===== config.mk =====
export PLATFORM = sky130hd
export DESIGN_NAME = delimiter_stream_splitter
export DESIGN_NICKNAME = d
export VERILOG_FILES = /design/src/hw/rtl/dss_pkg.sv /design/src/hw/rtl/delimiter_stream_splitter.sv /design/src/hw/rtl/dss_core.sv /design/src/hw/rtl/dss_fifo.sv
export SDC_FILE = /design/constraint.sdc
export NUM_CORES = 2
export LEC_CHECK = 0
export ABC_CLOCK_PERIOD_IN_PS = 11000
export BUFFER_PORTS_ARGS = -buffer_cell sky130_fd_sc_hd__buf_2
export CAP_MARGIN = 15
export CORE_MARGIN = 3
export CORE_UTILIZATION = 62
export DETAILED_ROUTE_END_ITERATION = 8
export GPL_ROUTABILITY_DRIVEN = 1
export HOLD_SLACK_MARGIN = 0.06
export PLACE_DENSITY_LB_ADDON = 0.25
export REMOVE_ABC_BUFFERS = 1
export SLEW_MARGIN = 20
export SYNTH_ARGS = -nofsm -noshare
export SYNTH_HDL_FRONTEND = slang
export SYNTH_SLANG_ARGS = --single-unit

===== constraint.sdc =====
create_clock -name clk -period 11 [get_ports clk]
set_input_delay 0 -clock clk [delete_from_list [all_inputs] [get_ports clk]]
set_output_delay 0 -clock clk [all_outputs]
set_load 0.05 [all_outputs]

===== src/hw/rtl/dss_pkg.sv =====
package dss_pkg;

    // Fixed field widths of the block's ports
    localparam int unsigned BYTE_W     = 8;
    localparam int unsigned SEP_LEN_W  = 4;
    localparam int unsigned SEP_BYTES_W = 64;
    localparam int unsigned LIMIT_W    = 31;
    localparam int unsigned OUT_OFF_W  = 32;
    localparam int unsigned CFG_IDX_W  = 2;

    // Configuration register indexes
    localparam logic [CFG_IDX_W-1:0] CFG_IDX_SEP_LEN     = 2'd0;
    localparam logic [CFG_IDX_W-1:0] CFG_IDX_SEP_BYTES   = 2'd1;
    localparam logic [CFG_IDX_W-1:0] CFG_IDX_SPLIT_LIMIT = 2'd2;

    // The top split limit stands for no limit at all
    localparam logic [LIMIT_W-1:0] LIMIT_UNBOUNDED = 31'h7FFF_FFFF;

    // Result queue geometry
    localparam int unsigned FIFO_DEPTH = 4;
    localparam int unsigned FIFO_PTR_W = 2;
    localparam int unsigned FIFO_CNT_W = 3;

    // One result beat
    typedef struct packed {
        logic [OUT_OFF_W-1:0] start;
        logic [OUT_OFF_W-1:0] length;
        logic                 last;
    } piece_t;

    // Up to two results produced by one input byte, in order
    typedef struct packed {
        logic   valid0;
        logic   valid1;
        piece_t piece0;
        piece_t piece1;
    } push_t;

    // Space, tab, newline, vertical tab, form feed and carriage return
    function automatic logic is_space(input logic [BYTE_W-1:0] b);
        return (b == 8'h20) || ((b >= 8'h09) && (b <= 8'h0D));
    endfunction

endpackage


===== src/hw/rtl/delimiter_stream_splitter.sv =====
// Channel  | Handshake             | Payload
// ---------+-----------------------+--------------------------------------------
// input    | in_valid / in_ready   | data_byte, last_byte
// config   | cfg_valid / cfg_ready | cfg_index, cfg_data
// output   | out_valid / out_ready | piece_start, piece_length, last_piece
//
// One byte is taken every cycle while the result queue has room for two; a byte
// waits in the input register until its results are written to the result queue.
// Each byte yields zero, one or two results; the four-entry result queue drains
// one beat per cycle while out_ready is high and sets the rate for two-result bytes.
// Reset clears the configuration to whitespace mode with no split limit.
// Output stalls back up through the queue into the input register.
module delimiter_stream_splitter #(
    parameter int unsigned MAX_SEP_BYTES = 8,
    parameter int unsigned OFFSET_BITS   = 32
) (
    input  logic                                clk,
    input  logic                                rst_n,
    input  logic                                in_valid,
    output logic                                in_ready,
    input  logic [dss_pkg::BYTE_W-1:0]          data_byte,
    input  logic                                last_byte,
    input  logic                                cfg_valid,
    output logic                                cfg_ready,
    input  logic [dss_pkg::CFG_IDX_W-1:0]       cfg_index,
    input  logic [dss_pkg::SEP_BYTES_W-1:0]     cfg_data,
    output logic                                out_valid,
    input  logic                                out_ready,
    output logic [dss_pkg::OUT_OFF_W-1:0]       piece_start,
    output logic [dss_pkg::OUT_OFF_W-1:0]       piece_length,
    output logic                                last_piece
);

    logic                        in_valid_reg;
    logic [dss_pkg::BYTE_W-1:0]  data_reg;
    logic                        last_reg;
    logic                        step;
    logic                        room_for_two;
    dss_pkg::push_t              push;
    dss_pkg::piece_t             head;

    // A held byte is processed once the queue can take both of its results
    assign step      = in_valid_reg && room_for_two;
    assign in_ready  = !in_valid_reg || step;
    assign cfg_ready = 1'b1;

    // Input register
    always_ff @(posedge clk or negedge rst_n)
    begin
        if (!rst_n)
        begin
            in_valid_reg <= 1'b0;
        end
        else if (in_ready)
        begin
            in_valid_reg <= in_valid;
        end
    end

    always_ff @(posedge clk)
    begin
        if (in_valid && in_ready)
        begin
            data_reg <= data_byte;
            last_reg <= last_byte;
        end
    end

    dss_core #(
        .MAX_SEP_BYTES (MAX_SEP_BYTES),
        .OFFSET_BITS   (OFFSET_BITS)
    ) u_core (
        .clk       (clk),
        .rst_n     (rst_n),
        .cfg_valid (cfg_valid),
        .cfg_index (cfg_index),
        .cfg_data  (cfg_data),
        .step      (step),
        .data_byte (data_reg),
        .last_byte (last_reg),
        .push      (push)
    );

    dss_fifo u_fifo (
        .clk          (clk),
        .rst_n        (rst_n),
        .push         (push),
        .room_for_two (room_for_two),
        .out_valid    (out_valid),
        .out_ready    (out_ready),
        .head         (head)
    );

    assign piece_start  = head.start;
    assign piece_length = head.length;
    assign last_piece   = head.last;

endmodule


===== src/hw/rtl/dss_core.sv =====
module dss_core #(
    parameter int unsigned MAX_SEP_BYTES = 8,
    parameter int unsigned OFFSET_BITS   = 32
) (
    input  logic                                clk,
    input  logic                                rst_n,
    input  logic                                cfg_valid,
    input  logic [dss_pkg::CFG_IDX_W-1:0]       cfg_index,
    input  logic [dss_pkg::SEP_BYTES_W-1:0]     cfg_data,
    input  logic                                step,
    input  logic [dss_pkg::BYTE_W-1:0]          data_byte,
    input  logic                                last_byte,
    output dss_pkg::push_t                      push
);

    localparam int unsigned CAP_INT = (MAX_SEP_BYTES < 8) ? MAX_SEP_BYTES : 8;
    localparam logic [dss_pkg::SEP_LEN_W-1:0] SEP_CAP = dss_pkg::SEP_LEN_W'(CAP_INT);

    // Configuration registers
    logic [dss_pkg::SEP_LEN_W-1:0]   sep_len_reg;
    logic [dss_pkg::SEP_BYTES_W-1:0] sep_bytes_reg;
    logic [dss_pkg::LIMIT_W-1:0]     split_limit_reg;

    // Per-string state
    logic [OFFSET_BITS-1:0]          byte_offset_reg, byte_offset_next;
    logic [OFFSET_BITS-1:0]          piece_begin_reg, piece_begin_next;
    logic [dss_pkg::SEP_BYTES_W-1:0] match_window_reg, match_window_next;
    logic [dss_pkg::SEP_LEN_W-1:0]   skip_count_reg, skip_count_next;
    logic [dss_pkg::LIMIT_W-1:0]     splits_left_reg, splits_left_next;
    logic                            in_token_reg, in_token_next;
    logic                            remainder_mode_reg, remainder_mode_next;
    logic                            held_valid_reg, held_valid_next;
    logic [OFFSET_BITS-1:0]          held_start_reg, held_start_next;
    logic [OFFSET_BITS-1:0]          held_len_reg, held_len_next;

    logic [dss_pkg::SEP_LEN_W-1:0]   sep_n;
    logic [OFFSET_BITS-1:0]          cur_off;
    logic [OFFSET_BITS-1:0]          nxt_off;
    logic [OFFSET_BITS-1:0]          sep_n_ext;
    logic [6:0]                      bit_len;
    logic [dss_pkg::SEP_BYTES_W-1:0] tail;
    logic [dss_pkg::SEP_BYTES_W-1:0] sep_mask;
    logic                            hit;
    logic [dss_pkg::LIMIT_W-1:0]     splits_used;
    logic                            space_byte;
    logic                            limit_wr;

    function automatic logic [OFFSET_BITS-1:0] span(
        input logic [OFFSET_BITS-1:0] a,
        input logic [OFFSET_BITS-1:0] b
    );
        return (b >= a) ? (b - a) : '0;
    endfunction

    function automatic dss_pkg::piece_t mk_piece(
        input logic [OFFSET_BITS-1:0] start,
        input logic [OFFSET_BITS-1:0] len,
        input logic                   last
    );
        dss_pkg::piece_t p;
        p.start  = dss_pkg::OUT_OFF_W'(start);
        p.length = dss_pkg::OUT_OFF_W'(len);
        p.last   = last;
        return p;
    endfunction

    // Effective separator length, offsets and the shifted byte window
    assign sep_n      = (sep_len_reg > SEP_CAP) ? SEP_CAP : sep_len_reg;
    assign cur_off    = byte_offset_reg;
    assign nxt_off    = (cur_off == '1) ? cur_off : cur_off + 1'b1;
    assign sep_n_ext  = OFFSET_BITS'(sep_n);
    assign match_window_next = {data_byte, match_window_reg[dss_pkg::SEP_BYTES_W-1:8]};
    assign bit_len    = {sep_n[3:0], 3'b000};
    assign tail       = match_window_next >> (7'd64 - bit_len);
    assign sep_mask   = (sep_n >= 4'd8) ? '1 : ((64'd1 << bit_len) - 64'd1);
    assign space_byte = dss_pkg::is_space(data_byte);
    assign limit_wr   = cfg_valid && (cfg_index == dss_pkg::CFG_IDX_SPLIT_LIMIT);

    // A separator match needs no pending skip, splits left and enough bytes seen
    assign hit = (sep_n != '0) && (skip_count_reg == '0) && (splits_left_reg != '0)
                 && (nxt_off >= sep_n_ext) && (tail == (sep_bytes_reg & sep_mask));

    // One split taken, unless the limit means no limit or none is left
    assign splits_used = ((splits_left_reg != dss_pkg::LIMIT_UNBOUNDED)
                          && (splits_left_reg != '0))
                         ? splits_left_reg - 1'b1 : splits_left_reg;

    // Next state and the results of one byte
    always_comb
    begin
        logic [OFFSET_BITS-1:0] held_len_now;
        held_len_now        = span(piece_begin_reg, cur_off);
        piece_begin_next    = piece_begin_reg;
        skip_count_next     = skip_count_reg;
        splits_left_next    = splits_left_reg;
        in_token_next       = in_token_reg;
        remainder_mode_next = remainder_mode_reg;
        held_valid_next     = held_valid_reg;
        held_start_next     = held_start_reg;
        held_len_next       = held_len_reg;
        byte_offset_next    = nxt_off;
        push                = '0;

        if (sep_n != '0)
        begin
            if (skip_count_reg != '0)
            begin
                skip_count_next = skip_count_reg - 1'b1;
            end
            if (hit)
            begin
                push.valid0      = 1'b1;
                push.piece0      = mk_piece(piece_begin_reg,
                                            span(piece_begin_reg, nxt_off - sep_n_ext), 1'b0);
                piece_begin_next = nxt_off;
                skip_count_next  = sep_n - 1'b1;
                splits_left_next = splits_used;
                if (last_byte)
                begin
                    push.valid1 = 1'b1;
                    push.piece1 = mk_piece(nxt_off, '0, 1'b1);
                end
            end
            else if (last_byte)
            begin
                push.valid0 = 1'b1;
                push.piece0 = mk_piece(piece_begin_reg, span(piece_begin_reg, nxt_off), 1'b1);
            end
        end
        else if (remainder_mode_reg)
        begin
            if (last_byte)
            begin
                push.valid0 = 1'b1;
                push.piece0 = mk_piece(piece_begin_reg, span(piece_begin_reg, nxt_off), 1'b1);
            end
        end
        else if (in_token_reg)
        begin
            if (space_byte)
            begin
                held_valid_next = 1'b1;
                held_start_next = piece_begin_reg;
                held_len_next   = held_len_now;
                in_token_next   = 1'b0;
                if (last_byte)
                begin
                    push.valid0 = 1'b1;
                    push.piece0 = mk_piece(piece_begin_reg, held_len_now, 1'b1);
                end
            end
            else if (last_byte)
            begin
                push.valid0 = 1'b1;
                push.piece0 = mk_piece(piece_begin_reg, span(piece_begin_reg, nxt_off), 1'b1);
            end
        end
        else if (space_byte)
        begin
            if (last_byte && held_valid_reg)
            begin
                push.valid0 = 1'b1;
                push.piece0 = mk_piece(held_start_reg, held_len_reg, 1'b1);
            end
        end
        else
        begin
            // A new run starts here; a held run goes out first
            held_valid_next  = 1'b0;
            piece_begin_next = cur_off;
            if (splits_left_reg == '0)
            begin
                remainder_mode_next = 1'b1;
            end
            else
            begin
                in_token_next    = 1'b1;
                splits_left_next = splits_used;
            end
            if (held_valid_reg)
            begin
                push.valid0 = 1'b1;
                push.piece0 = mk_piece(held_start_reg, held_len_reg, 1'b0);
                if (last_byte)
                begin
                    push.valid1 = 1'b1;
                    push.piece1 = mk_piece(cur_off, span(cur_off, nxt_off), 1'b1);
                end
            end
            else if (last_byte)
            begin
                push.valid0 = 1'b1;
                push.piece0 = mk_piece(cur_off, span(cur_off, nxt_off), 1'b1);
            end
        end

        // The final byte clears the per-string state for the next string
        if (last_byte)
        begin
            byte_offset_next    = '0;
            piece_begin_next    = '0;
            skip_count_next     = '0;
            splits_left_next    = split_limit_reg;
            in_token_next       = 1'b0;
            remainder_mode_next = 1'b0;
            held_valid_next     = 1'b0;
            held_start_next     = '0;
            held_len_next       = '0;
        end

        if (!step)
        begin
            push = '0;
        end
    end

    // Configuration registers
    always_ff @(posedge clk or negedge rst_n)
    begin
        if (!rst_n)
        begin
            sep_len_reg     <= '0;
            sep_bytes_reg   <= '0;
            split_limit_reg <= dss_pkg::LIMIT_UNBOUNDED;
        end
        else if (cfg_valid)
        begin
            case (cfg_index)
                dss_pkg::CFG_IDX_SEP_LEN:     sep_len_reg     <= cfg_data[dss_pkg::SEP_LEN_W-1:0];
                dss_pkg::CFG_IDX_SEP_BYTES:   sep_bytes_reg   <= cfg_data;
                dss_pkg::CFG_IDX_SPLIT_LIMIT: split_limit_reg <= cfg_data[dss_pkg::LIMIT_W-1:0];
                default:                      ;
            endcase
        end
    end

    // Per-string state; a split limit write also reloads the splits left and
    // takes precedence over a byte processed in the same cycle
    always_ff @(posedge clk or negedge rst_n)
    begin
        if (!rst_n)
        begin
            byte_offset_reg    <= '0;
            piece_begin_reg    <= '0;
            match_window_reg   <= '0;
            skip_count_reg     <= '0;
            splits_left_reg    <= dss_pkg::LIMIT_UNBOUNDED;
            in_token_reg       <= 1'b0;
            remainder_mode_reg <= 1'b0;
            held_valid_reg     <= 1'b0;
            held_start_reg     <= '0;
            held_len_reg       <= '0;
        end
        else if (step)
        begin
            byte_offset_reg    <= byte_offset_next;
            piece_begin_reg    <= piece_begin_next;
            match_window_reg   <= last_byte ? '0 : match_window_next;
            skip_count_reg     <= skip_count_next;
            splits_left_reg    <= limit_wr ? cfg_data[dss_pkg::LIMIT_W-1:0] : splits_left_next;
            in_token_reg       <= in_token_next;
            remainder_mode_reg <= remainder_mode_next;
            held_valid_reg     <= held_valid_next;
            held_start_reg     <= held_start_next;
            held_len_reg       <= held_len_next;
        end
        else if (limit_wr)
        begin
            splits_left_reg <= cfg_data[dss_pkg::LIMIT_W-1:0];
        end
    end

endmodule


===== src/hw/rtl/dss_fifo.sv =====
module dss_fifo (
    input  logic                                  clk,
    input  logic                                  rst_n,
    input  dss_pkg::push_t                        push,
    output logic                                  room_for_two,
    output logic                                  out_valid,
    input  logic                                  out_ready,
    output dss_pkg::piece_t                       head
);

    dss_pkg::piece_t                mem_reg [dss_pkg::FIFO_DEPTH];
    logic [dss_pkg::FIFO_PTR_W-1:0] wr_ptr_reg, wr_ptr_next;
    logic [dss_pkg::FIFO_PTR_W-1:0] rd_ptr_reg, rd_ptr_next;
    logic [dss_pkg::FIFO_CNT_W-1:0] count_reg, count_next;
    logic [dss_pkg::FIFO_PTR_W-1:0] wr_ptr_plus1;
    logic [dss_pkg::FIFO_CNT_W-1:0] n_push;
    logic                           pop;

    assign out_valid    = (count_reg != '0);
    assign head         = mem_reg[rd_ptr_reg];
    assign pop          = out_valid && out_ready;
    assign room_for_two = (count_reg <= dss_pkg::FIFO_CNT_W'(dss_pkg::FIFO_DEPTH - 2));
    assign wr_ptr_plus1 = wr_ptr_reg + 1'b1;
    assign n_push       = dss_pkg::FIFO_CNT_W'(push.valid0) + dss_pkg::FIFO_CNT_W'(push.valid1);

    // Pointer and fill count update
    always_comb
    begin
        wr_ptr_next = wr_ptr_reg + dss_pkg::FIFO_PTR_W'(n_push);
        rd_ptr_next = pop ? rd_ptr_reg + 1'b1 : rd_ptr_reg;
        count_next  = count_reg + n_push - dss_pkg::FIFO_CNT_W'(pop);
    end

    always_ff @(posedge clk or negedge rst_n)
    begin
        if (!rst_n)
        begin
            wr_ptr_reg <= '0;
            rd_ptr_reg <= '0;
            count_reg  <= '0;
        end
        else
        begin
            wr_ptr_reg <= wr_ptr_next;
            rd_ptr_reg <= rd_ptr_next;
            count_reg  <= count_next;
        end
    end

    // Result storage: the first beat at the write pointer, the second after it
    always_ff @(posedge clk)
    begin
        if (push.valid0)
        begin
            mem_reg[wr_ptr_reg] <= push.piece0;
        end
        if (push.valid1)
        begin
            mem_reg[wr_ptr_plus1] <= push.piece1;
        end
    end

endmodule


==> summary.md <==
| Metric | Value |
|---|---|
| GPL Wtd Cong | 1.05 |
| Tot GR Track Use | 0.399 |
| Internal power component | 6.30 mW |
| Synth Warn # | 0 |
| Layout cells sized above 1 | 0.138 |
| Maximum fanout along the worst path | 21 |
| CP Capture Type | flop |
| Synth area leader | edfxtp_1 |
| Final setup vio count | 0 |
| Clock Latency Late Sink | roughly 0.63 ns |
| Sequential group share of total power | 0.259 |
| Period utilization | 0.902 |
| Power Density | 267 mW/mm^2 |
| Hold WC Path Type | primary input to flop |
| I/O pin cnt | 148 |
| Largest family of logic cells by synthesized area | compound AO/OA/AOI/OAI gates |
| Top cells by area, synth | edfxtp_1 20%, dfrtp_1 16%, nand2_1 4.8% |
| Required @ worst endpoint | 11.36 ns |
| Vias in the first global route | 36100 |
| Largest net degree at the start of global routing | 85 |
| Switching share of power | 0.483 |
| Starting density of the core | 0.632 |
| Max FFs per register | 260 |
| Mux share of post-synthesis cell area | 0.0864 |
| First-pass iteration count of the detailed router | 8 |
| CTS Hold Bufs | 108 |
| Crit path arrival time | 10.28 ns |
| Routed len/inst | 26.3 um |
| Clock root buffer | clkbuf_16 |
| Part of the power in combinational logic | 0.553 |
| Critical Path Start Type | flop |
| Clock transition at the registers of the reported paths | ~0.070 ns |
| Rows | 93 |
| Antenna-violating nets left | 0 |
| DR iter-0 viols | 5137 |
| Final Max Tran Viols | 0 |
| Chip height | between 200 and 300 um |
| Vias | 37400 |
| Simple-gate area share of the yosys netlist | 0.167 |
| Synthesized area per cell | 9.41 um^2 |
| RSZ-0062 raised after global routing | false |
| Synth top area share | 0.196 |
| DRC violations left | 0 |
| Gate Count Post-Synth | 4371 |
| Most common cell after layout, fill and taps aside | nand2_1 |
| Vias/cell | ~7.0 |
| CTS tree | yes |
| Post-synthesis sequential area ratio | 0.398 |
| Antenna violations before repair | 4 |
| Peak supply drop | 0.205 mV |
| Slew margin rel. | 0.202 |
| Ys flop type | edfxtp_1 |
| Yosys cell types | 112 |
| Clock Power Share | 0.188 |
| Antenna Cells | 0 |
| Multi-input logic area | between 0.02 and 0.025 mm^2 |
| Dpl hpwl | 96000 um |
| Number of fill cells in the layout | 4930 |
| Static leakage | between 15 and 20 nW |
| Post-CTS Setup Repair Bufs | 0 |
| Worst-Margin Slew | 1.20 ns |
| Die width | 264 um |
| Yosys reg bits | 598 |
| Synth Area in Compound Gates | 0.202 |
| Fin crit period | 9.92 ns |
| Sequential cell area | between 0.015 and 0.02 mm^2 |
| Clock Sinks | 598 |
| Post-layout nets | 4686 |
| Final Routed Wirelength | 141000 um |
| Post-Route Utilization | 0.701 |
| Skew final | just under 0.03 ns |
| Grt total ovfl | 0 |
| TritonCTS Buffers | 67 |
| Die area | 0.0695 mm^2 |
| Psw | 5.89 mW |
| Final Hold Fails | 0 |
| Total of max-cap violations | 0 |
| EDFF count, synth | around 270 |
| Adder-cell share of the synthesized area | 0.0479 |
| Kind of critical path | flop to flop |
| Setup_tns | 0 ns |
| H-Tree Level Count | 3 |
| Global-route wire length before repair | 215000 um |
| Most frequent cells in the layout | 521 x nand2_1, 308 x o21ai_0, 269 x edfxtp_1, 265 x dfrtp_1, 258 x nand3_1 |
| Synthesized cell area | 0.0411 mm^2 |
| XOR/XNOR share of the synthesized area | 0.0544 |
| Status | complete, no violations |
| F_max | slightly above 100 MHz |
| Core area | 0.0650 mm^2 |
| Area growth from synthesis to layout | 10.8% |
| Async S/R FF share, synth | 0.550 |
| CTS max path bufs | 3 |
| Final non-filler cell area | 0.0456 mm^2 |
| Port Buffers | 146 |
| Post-CTS sizing | 0 |
| Placed inst area | 0.0423 mm^2 |
==> power by group through the flow <==
stage,registers [mW],clock network [mW],logic [mW]
after floorplan,3.16,0,4.42
after global placement,3.17,0,6.41
after detailed placement,3.18,0,6.45
after CTS,3.14,2.29,6.51
after global routing,3.20,2.39,7.09
final,3.16,2.29,6.74
==> critical path, stage by stage, from the launching register on <==
cell      delay (ns)
dfrtp_1         0.52
ha_1            0.30
nand3_1         0.19
or4_1           0.81
nor3_1          0.84
inv_1           0.33
ha_1            0.41
inv_1           0.14
ha_1            0.16
inv_1           0.06
fa_1            0.46
a21o_1          0.19
a21oi_1         0.28
nor2b_1         0.44
nand2_1         0.16
nor3_1          0.20
xnor2_1         0.15
ha_1            0.31
o21ai_0         0.20
a21oi_1         0.11
a211oi_1        0.23
o21ai_0         0.22
a221oi_1        0.62
o21ai_0         0.32
o21a_1          0.62
and2_1          0.57
a221oi_1        0.62
o22ai_1         0.19
==> metrics by stage <==
stage               worst slack [ns]  hold slack, ns  total power, mW  instances
CTS                             1.56          0.0620             11.9       5361
finish                          1.08          0.0827             12.2       5361
global route                   0.632          0.0784             12.7       5361
floorplan                      -1.33          -0.296             7.58       4069
detailed placement              1.59          0.0572             9.63       5130
global placement                1.67          0.0598             9.57       5130
==> per-layer routing <==
layer / global-route usage / vias to the layer above / share of wire
met4: 0.293 / 4 / 0.088
met1: 0.485 / 17900 / 0.36
met5: 0 / - / 0.00015
met2: 0.634 / 2426 / 0.46
met3: 0.0774 / 581 / 0.093
li1: - / 16500 / -
==> cell type report <==
cell class / count / area share
clock buffer: 92 / 0.0408
multi-input combinational: 3328 / 0.506
clock inverter: 31 / 0.00741
timing repair buffer: 314 / 0.0513
inverter: 143 / 0.0119
sequential: 598 / 0.360
tap: 855 / 0.0235
==> synthesized netlist by cell type (all sizes together) (12+ instances only) <==
master,number
a211o,13
nor2,210
or3,24
o22ai,115
nor2b,56
o21bai,22
mux2,80
o21ai,334
nor4,30
nand2b,31
o211ai,15
clkbuf,208
nand3,259
mux2i,85
a22oi,16
nand4,52
a22o,76
or2,12
a221oi,53
nor3,110
and4,12
dfstp,62
and3,30
o31ai,47
a31oi,58
and2,30
inv,139
nand2,522
buf,94
edfxtp,269
a211oi,68
dfrtp,267
ha,148
a21o,74
xnor2,174
a32o,12
xor2,80
mux4,80
a21oi,213
o21a,23
==> logic make-up after synthesis <==
kind of cell / after synthesis
AND/OR/NAND/NOR: 1424
buffers and inverters: 445
other: 1
flip-flops: 598
XOR/XNOR: 254
AO/OA/AOI/OAI: 1250
adder cells (fa/ha/maj): 154
multiplexers: 245
==> final timing paths <==
check	cells past startpoint	start	end	slack, ns
max in group asynchronous	5	rst_n	u_core.match_window_reg[15]	8.86
hold reg to reg	2	u_core.split_limit_reg[29]	u_core.split_limit_reg[29]	0.46
min in group asynchronous	4	rst_n	u_core.byte_offset_reg[5]	0.60
hold / removal	2	data_byte[4]	data_reg[4]	0.08
setup reg to reg	27	u_core.byte_offset_reg[0]	u_fifo.mem_reg[3][5]	1.08
setup / recovery	27	u_core.byte_offset_reg[0]	u_fifo.mem_reg[3][5]	1.08
Note: power is estimated with default switching activity, not from simulation.
